`config.mk`:
```
export PLATFORM = sky130hd
export DESIGN_NAME = button_blink_controller
export DESIGN_NICKNAME = d
export VERILOG_FILES = /design/src/rtl/bbc_pkg.sv /design/src/rtl/bbc_in_stage.sv /design/src/rtl/bbc_map.sv /design/src/rtl/bbc_ctrl.sv /design/src/rtl/button_blink_controller.sv
export SDC_FILE = /design/constraint.sdc
export NUM_CORES = 1
export LEC_CHECK = 0
export CORE_MARGIN = 5
export CORE_UTILIZATION = 55
export CTS_BUF_LIST = sky130_fd_sc_hd__clkbuf_4 sky130_fd_sc_hd__clkbuf_8 sky130_fd_sc_hd__clkbuf_16
export DETAILED_ROUTE_END_ITERATION = 10
export DONT_BUFFER_PORTS = 1
export PLACE_DENSITY_LB_ADDON = 0.12
export SYNTH_ARGS = -nofsm -noshare
export SYNTH_HDL_FRONTEND = slang
export SYNTH_SLANG_ARGS = --single-unit
```
`constraint.sdc`:
```
create_clock -name aclk -period 18.74 [get_ports aclk]
set_input_delay 0 -clock aclk [delete_from_list [all_inputs] [get_ports aclk]]
set_output_delay 0 -clock aclk [all_outputs]
set_load 0.05 [all_outputs]
```
`src/rtl/bbc_pkg.sv`:
```
package bbc_pkg;

    localparam int NOW_W      = 32;
    localparam int POT_W      = 10;
    localparam int IVL_W      = 8;
    localparam int SPAN_W     = 8;
    localparam int PROD_W     = POT_W + SPAN_W;
    localparam int QUOT_W     = 9;
    localparam int CFG_IDX_W  = 3;
    localparam int CFG_DATA_W = 16;
    localparam int S_DATA_W   = 48;
    localparam int M_DATA_W   = 32;

    // Register indexes of the configuration port
    localparam logic [CFG_IDX_W-1:0] CFG_DEBOUNCE   = 3'd0;
    localparam logic [CFG_IDX_W-1:0] CFG_LONG_PRESS = 3'd1;
    localparam logic [CFG_IDX_W-1:0] CFG_POT_PERIOD = 3'd2;
    localparam logic [CFG_IDX_W-1:0] CFG_BLINK_MIN  = 3'd3;
    localparam logic [CFG_IDX_W-1:0] CFG_BLINK_MAX  = 3'd4;

    localparam logic [15:0] DEBOUNCE_RST   = 16'd50;
    localparam logic [15:0] LONG_PRESS_RST = 16'd5000;
    localparam logic [15:0] POT_PERIOD_RST = 16'd1000;
    localparam logic [7:0]  BLINK_MIN_RST  = 8'd8;
    localparam logic [7:0]  BLINK_MAX_RST  = 8'd166;

    localparam logic [9:0]  POT_FULL_SCALE = 10'd1023;

    localparam logic [1:0] MODE_EV_NONE     = 2'd0;
    localparam logic [1:0] MODE_EV_PRESS    = 2'd1;
    localparam logic [1:0] MODE_EV_EARLY    = 2'd2;
    localparam logic [1:0] MODE_EV_SWITCHED = 2'd3;

    localparam logic [2:0] ACT_EV_NONE      = 3'd0;
    localparam logic [2:0] ACT_EV_BOUNCE    = 3'd1;
    localparam logic [2:0] ACT_EV_BLINK_ON  = 3'd2;
    localparam logic [2:0] ACT_EV_BLINK_OFF = 3'd3;
    localparam logic [2:0] ACT_EV_POT       = 3'd4;

    typedef struct packed {
        logic [15:0] debounce_ms;
        logic [15:0] long_press_ms;
        logic [15:0] pot_period_ms;
        logic [7:0]  blink_min_ms;
        logic [7:0]  blink_max_ms;
    } cfg_t;

    // One polling pass, with the interval product already formed
    typedef struct packed {
        logic [NOW_W-1:0]  now_ms;
        logic              toggle_level;
        logic              mode_level;
        logic [POT_W-1:0]  pot_sample;
        logic [PROD_W-1:0] prod_mag;
        logic              prod_neg;
    } item_t;

    typedef struct packed {
        logic [POT_W-1:0] report_value;
        logic [2:0]       action_event;
        logic [1:0]       mode_event;
        logic [IVL_W-1:0] led_interval;
        logic             blink_on;
        logic             monitor_mode;
        logic             led_level;
    } result_t;

endpackage

```
`src/rtl/bbc_in_stage.sv`:
```
module bbc_in_stage (
    input  logic                         aclk,
    input  logic                         aresetn,
    input  logic                         s_tvalid,
    output logic                         s_tready,
    // now_ms[31:0], toggle_level[32], mode_level[33], pot_sample[43:34], zero fill
    input  logic [bbc_pkg::S_DATA_W-1:0] s_tdata,
    input  bbc_pkg::cfg_t                cfg,
    input  logic                         advance,
    output logic                         item_valid,
    output bbc_pkg::item_t               item
);
    import bbc_pkg::*;

    logic              valid_reg;
    logic              valid_next;
    item_t             item_reg;
    item_t             item_next;
    logic              load;
    logic signed [8:0] span;
    logic [SPAN_W-1:0] span_mag;

    assign s_tready = !valid_reg || advance;
    assign load     = s_tvalid && s_tready;

    // Signed span of the interval range; multiply its magnitude by the sample
    always_comb begin
        span     = $signed({1'b0, cfg.blink_max_ms}) - $signed({1'b0, cfg.blink_min_ms});
        span_mag = span[8] ? SPAN_W'(-span) : span[SPAN_W-1:0];

        item_next              = item_reg;
        item_next.now_ms       = s_tdata[31:0];
        item_next.toggle_level = s_tdata[32];
        item_next.mode_level   = s_tdata[33];
        item_next.pot_sample   = s_tdata[43:34];
        item_next.prod_mag     = PROD_W'(s_tdata[43:34]) * PROD_W'(span_mag);
        item_next.prod_neg     = span[8];

        valid_next = valid_reg;
        if (load) begin
            valid_next = 1'b1;
        end else if (advance) begin
            valid_next = 1'b0;
        end
    end

    always_ff @(posedge aclk) begin
        if (!aresetn) begin
            valid_reg <= 1'b0;
        end else begin
            valid_reg <= valid_next;
        end
    end

    always_ff @(posedge aclk) begin
        if (load) begin
            item_reg <= item_next;
        end
    end

    assign item_valid = valid_reg;
    assign item       = item_reg;

endmodule

```
`src/rtl/bbc_map.sv`:
```
module bbc_map (
    input  logic [bbc_pkg::PROD_W-1:0] prod_mag,
    input  logic                       prod_neg,
    input  logic [7:0]                 blink_min_ms,
    input  logic [7:0]                 blink_max_ms,
    output logic [bbc_pkg::IVL_W-1:0]  interval
);
    import bbc_pkg::*;

    logic [7:0]         q_est;
    logic [10:0]        rem;
    logic [QUOT_W-1:0]  quot;
    logic signed [10:0] offs;
    logic signed [10:0] val;
    logic signed [10:0] lo;
    logic signed [10:0] hi;

    // Divide by full scale: p/1024 is low by at most one, so fix with one compare.
    // Remainder of p - q_est*1023 is p[9:0] + q_est.
    always_comb begin
        q_est = prod_mag[PROD_W-1:10];
        rem   = {1'b0, prod_mag[9:0]} + {3'b0, q_est};
        quot  = {1'b0, q_est} + ((rem >= {1'b0, POT_FULL_SCALE}) ? 9'd1 : 9'd0);

        // Truncate toward zero: negate the magnitude quotient
        offs = prod_neg ? -$signed({2'b0, quot}) : $signed({2'b0, quot});
        lo   = $signed({3'b0, blink_min_ms});
        hi   = $signed({3'b0, blink_max_ms});
        val  = offs + lo;

        if (val < lo) begin
            val = lo;
        end else if (val > hi) begin
            val = hi;
        end
        interval = val[IVL_W-1:0];
    end

endmodule

```
`src/rtl/bbc_ctrl.sv`:
```
module bbc_ctrl (
    input  logic                      aclk,
    input  logic                      aresetn,
    input  logic                      advance,
    input  bbc_pkg::item_t            item,
    input  bbc_pkg::cfg_t             cfg,
    input  logic [bbc_pkg::IVL_W-1:0] mapped_interval,
    output bbc_pkg::result_t          result
);
    import bbc_pkg::*;

    logic             press_active_reg,     press_active_next;
    logic [NOW_W-1:0] press_start_reg,      press_start_next;
    logic             monitoring_reg,       monitoring_next;
    logic             stable_level_reg,     stable_level_next;
    logic [NOW_W-1:0] last_edge_time_reg,   last_edge_time_next;
    logic             blinking_reg,         blinking_next;
    logic             blink_phase_reg,      blink_phase_next;
    logic [NOW_W-1:0] last_toggle_time_reg, last_toggle_time_next;
    logic             pin_level_reg,        pin_level_next;
    logic [IVL_W-1:0] interval_reg,         interval_next;
    logic [NOW_W-1:0] last_report_time_reg, last_report_time_next;

    logic [NOW_W-1:0] press_elapsed;
    logic [NOW_W-1:0] edge_elapsed;
    logic [NOW_W-1:0] toggle_elapsed;
    logic [NOW_W-1:0] report_elapsed;
    logic [1:0]       mode_ev;
    logic [2:0]       act_ev;
    logic [POT_W-1:0] rep_val;

    assign press_elapsed  = item.now_ms - press_start_reg;
    assign edge_elapsed   = item.now_ms - last_edge_time_reg;
    assign toggle_elapsed = item.now_ms - last_toggle_time_reg;
    assign report_elapsed = item.now_ms - last_report_time_reg;

    always_comb begin
        press_active_next     = press_active_reg;
        press_start_next      = press_start_reg;
        monitoring_next       = monitoring_reg;
        stable_level_next     = stable_level_reg;
        last_edge_time_next   = last_edge_time_reg;
        blinking_next         = blinking_reg;
        blink_phase_next      = blink_phase_reg;
        last_toggle_time_next = last_toggle_time_reg;
        pin_level_next        = pin_level_reg;
        interval_next         = interval_reg;
        last_report_time_next = last_report_time_reg;
        mode_ev               = MODE_EV_NONE;
        act_ev                = ACT_EV_NONE;
        rep_val               = '0;

        // Mode button: long hold flips monitoring and restarts press timing
        if (!item.mode_level) begin
            if (!press_active_reg) begin
                press_active_next = 1'b1;
                press_start_next  = item.now_ms;
                mode_ev           = MODE_EV_PRESS;
            end else if (press_elapsed >= {16'b0, cfg.long_press_ms}) begin
                monitoring_next   = !monitoring_reg;
                pin_level_next    = 1'b0;
                press_active_next = 1'b0;
                mode_ev           = MODE_EV_SWITCHED;
            end
        end else if (press_active_reg) begin
            press_active_next = 1'b0;
            mode_ev           = MODE_EV_EARLY;
        end

        if (monitoring_next) begin
            if (report_elapsed >= {16'b0, cfg.pot_period_ms}) begin
                interval_next         = mapped_interval;
                act_ev                = ACT_EV_POT;
                rep_val               = item.pot_sample;
                last_report_time_next = item.now_ms;
            end
        end else begin
            if (item.toggle_level != stable_level_reg) begin
                if (edge_elapsed > {16'b0, cfg.debounce_ms}) begin
                    stable_level_next   = item.toggle_level;
                    last_edge_time_next = item.now_ms;
                    // Only the press edge toggles blinking
                    if (!item.toggle_level) begin
                        blinking_next = !blinking_reg;
                        if (!blinking_reg) begin
                            interval_next = mapped_interval;
                            act_ev        = ACT_EV_BLINK_ON;
                        end else begin
                            pin_level_next = 1'b0;
                            act_ev         = ACT_EV_BLINK_OFF;
                        end
                    end
                end else begin
                    act_ev = ACT_EV_BOUNCE;
                end
            end
            if (blinking_next && (toggle_elapsed >= {24'b0, interval_next})) begin
                blink_phase_next      = !blink_phase_reg;
                pin_level_next        = !blink_phase_reg;
                last_toggle_time_next = item.now_ms;
            end
        end

        result.led_level    = pin_level_next;
        result.monitor_mode = monitoring_next;
        result.blink_on     = blinking_next;
        result.led_interval = interval_next;
        result.mode_event   = mode_ev;
        result.action_event = act_ev;
        result.report_value = rep_val;
    end

    always_ff @(posedge aclk) begin
        if (!aresetn) begin
            press_active_reg     <= 1'b0;
            press_start_reg      <= '0;
            monitoring_reg       <= 1'b0;
            stable_level_reg     <= 1'b1;
            last_edge_time_reg   <= '0;
            blinking_reg         <= 1'b0;
            blink_phase_reg      <= 1'b0;
            last_toggle_time_reg <= '0;
            pin_level_reg        <= 1'b0;
            interval_reg         <= '0;
            last_report_time_reg <= '0;
        end else if (advance) begin
            press_active_reg     <= press_active_next;
            press_start_reg      <= press_start_next;
            monitoring_reg       <= monitoring_next;
            stable_level_reg     <= stable_level_next;
            last_edge_time_reg   <= last_edge_time_next;
            blinking_reg         <= blinking_next;
            blink_phase_reg      <= blink_phase_next;
            last_toggle_time_reg <= last_toggle_time_next;
            pin_level_reg        <= pin_level_next;
            interval_reg         <= interval_next;
            last_report_time_reg <= last_report_time_next;
        end
    end

endmodule

```
`src/rtl/button_blink_controller.sv`:
```
// Button and blink controller: each request is one polling pass (time, two
// active-low button levels, potentiometer sample) and gives exactly one result.
// A request passes an input register, where the interval product is formed,
// and then the control step, which updates all state and loads the result
// register in the same cycle. One request is taken per clock while m_tready
// holds high; a pass waits in the input register and its result then waits in
// the result register. Configuration writes take effect on the next clock and
// belong only to idle periods.
module button_blink_controller (
    input  logic                           aclk,
    input  logic                           aresetn,
    input  logic                           s_tvalid,
    output logic                           s_tready,
    // now_ms[31:0], toggle_level[32], mode_level[33], pot_sample[43:34], zero fill
    input  logic [bbc_pkg::S_DATA_W-1:0]   s_tdata,
    output logic                           m_tvalid,
    input  logic                           m_tready,
    // led_level[0], monitor_mode[1], blink_on[2], led_interval[10:3],
    // mode_event[12:11], action_event[15:13], report_value[25:16], zero fill
    output logic [bbc_pkg::M_DATA_W-1:0]   m_tdata,
    input  logic                           cfg_wr_en,
    input  logic [bbc_pkg::CFG_IDX_W-1:0]  cfg_index,
    input  logic [bbc_pkg::CFG_DATA_W-1:0] cfg_wdata
);
    import bbc_pkg::*;

    cfg_t             cfg_reg;
    cfg_t             cfg_next;
    item_t            item;
    logic             item_valid;
    logic             advance;
    logic [IVL_W-1:0] mapped_interval;
    result_t          result;
    logic             m_valid_reg;
    logic             m_valid_next;
    logic [M_DATA_W-1:0] m_data_reg;

    always_comb begin
        cfg_next = cfg_reg;
        if (cfg_wr_en) begin
            unique case (cfg_index)
                CFG_DEBOUNCE:   cfg_next.debounce_ms   = cfg_wdata;
                CFG_LONG_PRESS: cfg_next.long_press_ms = cfg_wdata;
                CFG_POT_PERIOD: cfg_next.pot_period_ms = cfg_wdata;
                CFG_BLINK_MIN:  cfg_next.blink_min_ms  = cfg_wdata[7:0];
                CFG_BLINK_MAX:  cfg_next.blink_max_ms  = cfg_wdata[7:0];
                default:        cfg_next = cfg_reg;
            endcase
        end
    end

    always_ff @(posedge aclk) begin
        if (!aresetn) begin
            cfg_reg.debounce_ms   <= DEBOUNCE_RST;
            cfg_reg.long_press_ms <= LONG_PRESS_RST;
            cfg_reg.pot_period_ms <= POT_PERIOD_RST;
            cfg_reg.blink_min_ms  <= BLINK_MIN_RST;
            cfg_reg.blink_max_ms  <= BLINK_MAX_RST;
        end else begin
            cfg_reg <= cfg_next;
        end
    end

    // Step the pass whenever the result slot is free or being drained
    assign advance = item_valid && (!m_valid_reg || m_tready);

    bbc_in_stage u_in_stage (
        .aclk       (aclk),
        .aresetn    (aresetn),
        .s_tvalid   (s_tvalid),
        .s_tready   (s_tready),
        .s_tdata    (s_tdata),
        .cfg        (cfg_reg),
        .advance    (advance),
        .item_valid (item_valid),
        .item       (item)
    );

    bbc_map u_map (
        .prod_mag     (item.prod_mag),
        .prod_neg     (item.prod_neg),
        .blink_min_ms (cfg_reg.blink_min_ms),
        .blink_max_ms (cfg_reg.blink_max_ms),
        .interval     (mapped_interval)
    );

    bbc_ctrl u_ctrl (
        .aclk            (aclk),
        .aresetn         (aresetn),
        .advance         (advance),
        .item            (item),
        .cfg             (cfg_reg),
        .mapped_interval (mapped_interval),
        .result          (result)
    );

    always_comb begin
        m_valid_next = m_valid_reg;
        if (advance) begin
            m_valid_next = 1'b1;
        end else if (m_tready) begin
            m_valid_next = 1'b0;
        end
    end

    always_ff @(posedge aclk) begin
        if (!aresetn) begin
            m_valid_reg <= 1'b0;
        end else begin
            m_valid_reg <= m_valid_next;
        end
    end

    always_ff @(posedge aclk) begin
        if (advance) begin
            m_data_reg <= M_DATA_W'(result);
        end
    end

    assign m_tvalid = m_valid_reg;
    assign m_tdata  = m_data_reg;

endmodule
```
# == After elaboration in Yosys (flattened, before gate mapping) ==
# Index checks and enable logic that the tools add are counted.
# op_classes
n_addsub,10
n_mul,1
n_lt_le_gt_ge,7
eq_ne,5
muxes,46
bitwise_logic,3
reduce_logical,23
# ops
op,count
32-bit subtractor,4
8-bit 2-to-1 mux,10
32-bit by 16-bit greater-or-equal comparator with 1-bit output,2
32-bit by 8-bit greater-or-equal comparator with 1-bit output,1
32-bit by 16-bit > comparator with 1-bit output,1
1-bit 2-to-1 mux,26
10-bit by 8-bit multiplier with 18-bit output,1
3-bit 2-to-1 mux,5
2-bit AND reduction,6
10-bit by 8-bit adder with 11-bit output,1
11-bit by 9-bit adder with 11-bit output,1
"11-bit by 10-bit greater-or-equal comparator with 1-bit output, second input constant",1
11-bit by 9-bit > comparator with 1-bit output,1
11-bit by 9-bit less-than comparator with 1-bit output,1
11-bit 2-to-1 mux,1
9-bit negator with 11-bit output,1
8-bit by 9-bit adder with 9-bit output,1
3-bit AND reduction,3
8-bit by 8-bit subtractor with 9-bit output,1
2-bit 2-to-1 mux,4
8-bit negator,1
"3-bit by 2-bit == test with 1-bit output, second input constant",2
1-bit zero test,5
4-bit AND reduction,1
8 further kinds,14
# totals
reg_bits,297
input_bits,72
output_inout_bits,34
wordCells,121

# == Longest topological paths before layout ==
# Gate-level depths: netlist of run 1.
# depth
word_depth,19
depth_mapped,47
ltp_nobuf,44

# == Hierarchy ==
# Synthesis of run 1 repeated with hierarchy kept, for this count alone.
# unflattened
cells_unflattened,2973
area_unflattened_um2,25284.2
# by_module_without_submodules
mod,instances,cells_each,area_per_inst_um2,seq_area_each_um2
bbc_ctrl,1,1998,15000.6,2842.7
bbc_in_stage,1,460,5148.7,1911.8
button_blink_controller,1,280,3379.5,2082.0
bbc_map,1,235,1755.4,0.0

# == Least setup slack after synthesis of run 1 ==
# No wires, ideal clock.
# synth_path
path_kind,reg2reg
from,"register u_in_stage.item_reg, in the netlist u_in_stage.item[11]"
to,register u_ctrl.last_toggle_time_reg[1]
setup_time_ns,0.121
t_arrival_ns,8.137
required_ns,18.619
path_slack_ns,10.482
stages_incl_launch_ff,46
n_path_buf,3
period_less_slack_ns,8.258
cell_sequence,edfxtp_1 ha_1 inv_1 fa_1 nor2b_1 o21ai_0 nand2b_1 a21oi_1 nor2b_1 o21ai_0 nand2b_1 a21oi_1 a211oi_1 a21oi_1 ha_1 ha_1 inv_1 ha_1 [... 10 more ...] a21bo_2 clkbuf_1 nor4b_1 a311o_1 mux2i_1 ha_1 a21oi_1 a21oi_1 o311ai_0 o2111ai_1 or4_1 nor4_1 nand4_1 o31a_1 and3_4 buf_6 buf_6 mux2i_1
# synth_between
elab_chain_cells,18
elab_cells_between_ends,19
cone_classes,add/sub (4); order compare (4); mux (9); reduce/logical (2)
# synth_lines
item,line_no,rtl
start: declaration,bbc_in_stage.sv:17,item_t item_reg;
start signal: assignment,bbc_in_stage.sv:57,item_reg <= item_next;
10-bit by 8-bit adder with 11-bit output,bbc_map.sv:22,"rem = {1'b0, prod_mag[9:0]} + {3'b0, q_est};"
11-bit by 10-bit greater-or-equal comparator with 1-bit output,bbc_map.sv:23,"quot = {1'b0, q_est} + ((rem >= {1'b0, POT_FULL_SCALE}) ? 9'd1 : 9'd0);"
1-bit 2-to-1 mux,bbc_map.sv:23,
8-bit by 9-bit adder with 9-bit output *,bbc_map.sv:23,
9-bit negator with 11-bit output,bbc_map.sv:26,"offs = prod_neg ? -$signed({2'b0, quot}) : $signed({2'b0, quot});"
11-bit 2-to-1 mux *,bbc_map.sv:26,
11-bit by 9-bit adder with 11-bit output *,bbc_map.sv:29,val = offs + lo;
11-bit by 9-bit > comparator with 1-bit output,bbc_map.sv:33,end else if (val > hi) begin
[... 2 more ...],--,
8-bit 2-to-1 mux *,bbc_ctrl.sv:85,if (!blinking_reg) begin
8-bit 2-to-1 mux *,bbc_ctrl.sv:83,if (!item.toggle_level) begin
8-bit 2-to-1 mux *,bbc_ctrl.sv:79,"if (edge_elapsed > {16'b0, cfg.debounce_ms}) begin"
8-bit 2-to-1 mux *,bbc_ctrl.sv:78,if (item.toggle_level != stable_level_reg) begin
8-bit 2-to-1 mux *,bbc_ctrl.sv:70,if (monitoring_next) begin
32-bit by 8-bit greater-or-equal comparator with 1-bit output *,bbc_ctrl.sv:97,"if (blinking_next && (toggle_elapsed >= {24'b0, interval_next})) begin"
1-bit logical AND *,bbc_ctrl.sv:97,
3-bit AND reduction (no source line) *,--,
end signal: assignment,bbc_ctrl.sv:134,last_toggle_time_reg <= last_toggle_time_next;
end: declaration,bbc_ctrl.sv:19,"logic [NOW_W-1:0] last_toggle_time_reg, last_toggle_time_next;"
# Every way passes the cells marked *; elsewhere a longest branch is shown, timed or not. The select of a mux whose other input is x is not followed.
# A chain may end at the register's enable or synchronous reset.

# == Worst setup path in the final report of run 1 ==
# layout_path
from,"register u_in_stage.item_reg, in the netlist u_in_stage.item[12]"
to,register u_ctrl.last_toggle_time_reg[17]
# Same word-level chain as after synthesis.

==> results of run 1 <==
cell usage in the layout, fill, tap and decap left out, types with 55 or more instances in the layout:
cell / instances
ha_1: 262
nand2_1: 461
inv_1: 300
o21ai_0: 143
nand3_1: 89
dlygate4sd3_1: 82
fa_1: 55
xnor2_1: 64
edfxtp_1: 89
nor2_1: 123
a21oi_1: 289
dfxtp_1: 208
mux2i_1: 92
power breakdown:
group | switching [mW] | internal [mW] | total (mW)
clock | 0.301 | 0.450 | 0.751
combinational | 0.755 | 0.529 | 1.28
sequential | 0.0589 | 0.742 | 0.800
total | 1.11 | 1.72 | 2.83
metrics by stage:
| step | area, µm² | hold slack [ns] | setup slack [ns] | cells | power [mW] |
|---|---|---|---|---|---|
| after global placement | 25100 | 0.09893 | 8.403 | 3549 | 2.034 |
| after global routing | 27230 | 0.03001 | 7.343 | 3700 | 3.050 |
| after CTS | 27230 | 0.003400 | 8.278 | 3700 | 2.848 |
| after floorplan | 24620 | 0.09887 | 10.48 | 3039 | 1.754 |
| final | 27230 | 0.02602 | 8.194 | 3700 | 2.835 |
| after detailed placement | 25100 | 0.09893 | 8.319 | 3549 | 2.060 |
cells by family (layout without fill, tap and decap cells):
logic type / count (synthesis) / after routing / synth area share, %
other cells: 1 / 6 / 0.01524
fa+ha+maj: 317 / 317 / 17.80
compound gates: 785 / 785 / 20.12
flops: 297 / 297 / 27.79
buf+inv: 417 / 486 / 6.699
xor+xnor: 115 / 115 / 4.095
simple gates: 998 / 998 / 19.09
mux: 104 / 104 / 4.385
worst max-delay path, delay by kind of cell, from the launching register on:
kind	cells	cell delay [ns]
fa+ha+maj	7	2.45
mux	2	0.44
buf+inv	3	0.37
flops	1	0.52
xor+xnor	1	0.23
compound gates	18	3.83
simple gates	11	2.51
what timing repair did:
| action | CTS | global route |
|---|---|---|
| hold buffers | 83 | 0 |
| setup endpoints to repair | 0 | 0 |
| endpoints found under the hold margin | 201 | 0 |
| resized for setup | 0 | 0 |
layout make-up:
| cell class | instances | area (µm²) | area share [%] |
|---|---|---|---|
| Inverter | 302 | 1135 | 4.168 |
| Timing Repair Buffer | 116 | 1096 | 4.025 |
| Sequential cell | 297 | 6837 | 25.11 |
| Multi-Input combinational cell | 2325 | 16140 | 59.29 |
| Clock buffer | 46 | 1028 | 3.777 |
| Tap cell | 592 | 740.7 | 2.720 |
| Clock inverter | 22 | 247.7 | 0.9098 |
per-layer routing:
metal / global-route usage (%) / up-vias
met5: 0 / -
met4: 11.39 / 2
met3: 5.049 / 174
met2: 46.37 / 714
met1: 35.60 / 10539
li1: - / 10815
how the worst min path moves through the flow:
stage	startpoint	to	slack, ns
floorplan	s_tdata[34]	u_in_stage.item[19]	0.1
global placement	s_tdata[3]	u_in_stage.item[34]	0.1
detailed placement	s_tdata[15]	u_in_stage.item[46]	0.1
CTS	s_tdata[35]	u_in_stage.item[3]	0.003
global route	s_tdata[43]	u_in_stage.item[28]	0.03
finish	s_tdata[35]	u_in_stage.item[3]	0.03
==> summary.md, run 1 <==
| Metric | Value |
|---|---|
| Mapped cell area | `around 0.025 mm²` |
| Layout cells sized above 1 | `between 4 and 5%` |
| Diode count | `0` |
| Clk slew on worst S/H paths | `about 0.06 ns` |
| Delay of the slowest cell on the worst path | `between 0.7 and 0.8 ns` |
| GRT overflow | `0` |
| Synthesized area per cell | `roughly 8 µm²` |
| CTS tree | `yes` |
| Ys Warns | `0` |
| Number of flip-flops in the largest register | `64` |
| Maximum vdd drop | `0.0001745 V` |
| Status | `completed` |
| Cells after synthesis | `slightly above 3,000` |
| Setup Skew | `roughly 0.030 ns` |
| Port buffer count | `0` |
| Starting Density | `a little under three fifths` |
| Core Box Area | `between 0.04 and 0.05 mm²` |
| R2r setup slk | `around 8.2 ns` |
| Yosys reg bits | `a little under 300` |
| CP Launch Type | `flop` |
| ANT nets after route | `0` |
| DRC viols | `0` |
| Wl on met1 | `between 30,000 and 40,000 µm` |
| Core Util, Final | `between 60% and 70%` |
| CTS Sinks | `~300` |
| Vias after detailed routing | `around 22,000` |
| Final hold violation count | `0` |
| Critical Path Sink | `u_ctrl.last_toggle_time_reg[17]` |
| Crit path time final | `approximately 11 ns` |
| Wirelength per Cell | `approximately 19 µm` |
| Worst R2R Path Depth | `42` |
| Htree depth | `2` |
| Netlist cell types | `86` |
| Met2 wire len | `between 30,000 and 40,000 µm` |
| Max-slew headroom at the worst pin | `between 15 and 20%` |
| Fillers | `3,959` |
| CP arrival | `~11 ns` |
| Hold path cells | `4` |
| P&R area growth vs syn | `10.69%` |
| Unrepaired setup endpoints after global routing | `false` |
| Clock Path Buffers | `3` |
| Vias in the first global route | `21,370` |
| Post-CTS Setup Bufs | `0` |
| Via density | `6.012` |
| Clock Tree Root | `clkbuf_16` |
| Metal3 WL | `roughly 4600 µm` |
| Worst Setup SP | `u_in_stage.item[12]` |
| Max FO, Critical Path | `33` |
| Commonest cells in the netlist | `nand2_1, inv_1, a21oi_1` |
| Drt total wl | `roughly 71,000 µm` |
| Kind of critical path | `flop to flop` |
| Sequential area share after synthesis | `approximately 28%` |
| EDFF count, synth | `89` |
| Area leader, netlist | `dfxtp_1` |
| Final setup TNS | `0 ns` |
| Slew Viols, Final | `0` |
| Cells taking the most area after synthesis | `dfxtp_1, ha_1, edfxtp_1` |
| Tcrit/Tclk final | `56.28%` |
| Reg2reg end | `u_ctrl.last_toggle_time_reg[17]` |
| Async SR Flop Fraction | `0%` |
| Worst r2r src | `u_in_stage.item[12]` |
| Die height | `221.5 µm` |
| Die area | `0.04905 mm²` |
| Largest net degree at the start of global routing | `around 140` |
| Setup crit end kind | `flop` |
| Die X-Extent | `221.5 µm` |
| GP Congestion | `roughly 0.95` |
| Row Count | `77` |
| Post-synth top area share | `between 10% and 20%` |
| Pleak | `roughly 11 nW` |
| DR top layer | `met5` |
| 1st-iter DRT viols | `about 1,700` |
| WP data required | `around 19 ns` |
| Initial antenna violation count | `1` |
| Commonest register cell after synthesis | `dfxtp_1` |
| Cell with the most instances after synthesis | `nand2_1` |
| Max cap viols | `0` |
| Nets | `approximately 3,500` |
| Top Ports | `between 100 and 150` |
| Slew of the pin with the lowest slew margin | `~1.2 ns` |
| Slowest cell on crit path | `a311oi_1` |
| Worst Hold Class | `input pin to flop` |
| Total CTS buffers | `37` |
| Drt first pass iters | `5` |
| Tot GR Track Use | `about 28%` |
| First-pass GRT wire length | `roughly 110,000 µm` |
| Final Setup Violations | `0` |
| Final HPWL DP | `roughly 53,000 µm` |
| Clk_lat worst skew | `0.58 ns` |
| Fmax achieved | `roughly 95 MHz` |
| Pwr Density | `roughly 100 mW/mm²` |
(Power assumes the default switching activity.)
==> run 2: changes to the inputs <==
Clock period 18.74 ns to 8.6 ns, I/O delays scaled along.
==> summary.md, run 2 (synthesis gave the netlist of run 1 again) <==
| Metric | Value |
|---|---|
| Max FO, Critical Path | `8 (-76%)` |
| DRC viols | `0 (unchanged)` |
| Status | `completed` |
| Final hold violation count | `0 (unchanged)` |
| Largest net degree at the start of global routing | `134 (-0.74%)` |
| Delay of the slowest cell on the worst path | `0.61 ns (-0.15 ns)` |
| Slew of the pin with the lowest slew margin | `1.155 ns (-0.07041 ns)` |
| Max cap viols | `0 (unchanged)` |
| Hold wc startpoint | `cfg_index[1]` |
| Worst R2R Path Depth | `43 (+2.4%)` |
| Crit path time final | `8.536 ns (-2.010 ns)` |
| Pleak | `11.37 nW (+4.6%)` |
| Worst r2r src | `u_in_stage.item[11]` |
| CP arrival | `8.85 ns (-2.10 ns)` |
| Worst Hold Class | `input pin to flop` |
| Crit-path most repeated cell | `o21a_1` |
| Post-Place Cells | `3,628 (+2.2%)` |
| R2r setup slk | `0.06 ns (-8.13 ns)` |
| Final Setup Violations | `0 (unchanged)` |
| Storage element area | `0.006837 mm² (unchanged)` |
| Reg2reg end | `m_tdata[0]` |
| GRT overflow | `0 (unchanged)` |
| Die area | `0.04905 mm² (unchanged)` |
| Maximum vdd drop | `0.0004265 V (+140%)` |
| Slew Viols, Final | `0 (unchanged)` |
| Pwr Density | `243.4 mW/mm² (+130%)` |
| Via density | `6.092 (+1.3%)` |
| Row Count | `77 (unchanged)` |
| First-pass GRT wire length | `122,900 µm (+9.5%)` |
| Nets | `3,557 (+2.6%)` |
| CTS Sinks | `297 (unchanged)` |
| Layout Cells excl Fill | `3,788 (+2.4%)` |
| Fillers | `3,821 (-3.5%)` |
| Setup Skew | `0.03197 ns (+0.001535 ns)` |
| Clk_lat worst skew | `0.56 ns (-0.02 ns)` |
| Tcrit/Tclk final | `99.26% (+43 points)` |
| Die X-Extent | `221.5 µm (unchanged)` |
| Initial antenna violation count | `3 (+2)` |
| Core Box Area | `0.04422 mm² (unchanged)` |
| Kind of critical path | `flop to flop` |
| Clock Tree Root | `clkbuf_16` |
| Hold Worst Slack | `0.05432 ns (+0.02830 ns)` |
| Drt total wl | `78,860 µm (+11%)` |
| Vias after detailed routing | `23,076 (+3.7%)` |
| 1st-iter DRT viols | `2,226 (+29%)` |
| Worst Hold Endpoint | `cfg_reg[0]` |
| GP Congestion | `0.9715 (+2.4%)` |
| Drt first pass iters | `5 (unchanged)` |
| Clock Path Buffers | `3 (unchanged)` |
| Setup crit end kind | `flop` |
| P&R area growth vs syn | `15.10%` |
| Number of flip-flops in the largest register | `64 (unchanged)` |
| Clk slew on worst S/H paths | `0.07 ns (about the same)` |
| Core Util, Final | `64.03% (+2.5 points)` |
| Commonest non-fill, non-tap cell in the layout | `nand2_1` |
| CP Launch Type | `flop` |
| Htree depth | `2 (unchanged)` |
| Final HPWL DP | `58,830 µm (+12%)` |
| CTS tree | `yes` |
| WP data required | `8.92 ns (-10.23 ns)` |
| Most frequent cells in the layout | `nand2_1, inv_1, a21oi_1` |
| Vias in the first global route | `22,381 (+4.7%)` |
| Final setup margin | `0.06394 ns (-8.130 ns)` |
| Max-slew headroom at the worst pin | `22.99% (+5.0 points)` |
| Port buffer count | `0 (unchanged)` |
| Fmax achieved | `117.2 MHz (+24%)` |
| Worst slack at placement | `-0.7117 ns (-9.031 ns)` |
| Layout cells sized above 1 | `8.607% (+4.2 points)` |
| Wirelength per Cell | `20.82 µm (+8.5%)` |
| Starting Density | `55.63% (unchanged)` |
| Multi-input logic area | `0.01657 mm² (+2.7%)` |
| Die height | `221.5 µm (unchanged)` |
| Top Ports | `106 (unchanged)` |
| Total CTS buffers | `35 (-5.4%)` |
| ANT nets after route | `0 (unchanged)` |
| Tot GR Track Use | `30.83% (+3.1 points)` |
| Hold path cells | `4 (unchanged)` |
| Slowest cell on crit path | `fa_2` |
| Unrepaired setup endpoints after global routing | `true` |
| Total power after layout | `6.892 mW (+140%)` |
==> run 2: changes by cell type in the layout (fill, tap and decap cells not counted), sizes merged <==
cell	change
clkbuf	-1
buf	+83
and3	+4
clkinv	-4
clkinvlp	+1
diode	+1
dlygate4sd3	+4
==> run 2: where the power goes <==
group          leakage (nW)  switching, mW  internal [mW]
clock                 0.623          0.639          0.977
sequential             2.55          0.109           1.61
combinational          8.20           1.95           1.60
==> run 2: how the worst max path moves through the flow <==
stage	start	end	slack (ns)	cells after the start
after floorplan	u_in_stage.item[11]	u_ctrl.last_toggle_time_reg[1]	0.34	45
after global placement	u_in_stage.item[11]	u_ctrl.last_toggle_time_reg[24]	-0.56	45
after detailed placement	u_in_stage.item[11]	u_ctrl.last_toggle_time_reg[9]	-0.71	44
after CTS	u_in_stage.item[11]	m_tdata[0]	0.03	46
after global routing	u_in_stage.item[1]	m_tdata[0]	-0.43	43
final	u_in_stage.item[11]	m_tdata[0]	0.06	43
==> run 2: metal layers <==
metal | wire length, µm | up-vias | part of all wire (%) | track usage, %
met5 | 21 | - | 0.027 | 0
met4 | 3718 | 4 | 4.7 | 13.10
met3 | 5100 | 206 | 6.5 | 4.280
met2 | 36670 | 880 | 46 | 51.11
met1 | 33350 | 10985 | 42 | 40.55
li1 | - | 11001 | - | -
==> run 2: area by class of cell <==
| cell class | count | share of cell area [%] |
|---|---|---|
| clock buffer | 45 | 3.628 |
| timing repair buffer | 203 | 6.227 |
| antenna | 1 | 0.008838 |
| clock inverter | 19 | 0.8220 |
| sequential | 297 | 24.15 |
| inverter | 302 | 4.017 |
| tap | 592 | 2.616 |
| multi-input combinational | 2329 | 58.54 |
==> run 2: stage by stage <==
step / TNS, ns / instance area, µm²
2_1_floorplan: 0 / 24620
3_3_place_gp: -19.04 / 25700
3_5_place_dp: -24.09 / 25700
4_1_cts: 0 / 28040
5_1_grt: -12.99 / 28310
6_report: 0 / 28310
==> run 2: timing repair <==
item                       4_1_cts  5_1_grt
hold buffers                    87        0
cloned                           4        0
pin swaps                        9       21
buffers inserted                 3        3
setup endpoints to repair       35       35
hold endpoints to repair       188        0
resized for setup               32       50
==> run 2: worst max-delay path, delay by kind of cell (launching register included) <==
kind	cells	cell delay (ns)
adders and majority gates	8	2.37
DFF	1	0.35
and+or+nand+nor	10	1.72
AOI/OAI and AO/OA	21	3.44
muxes	1	0.18
buffers and inverters	3	0.25
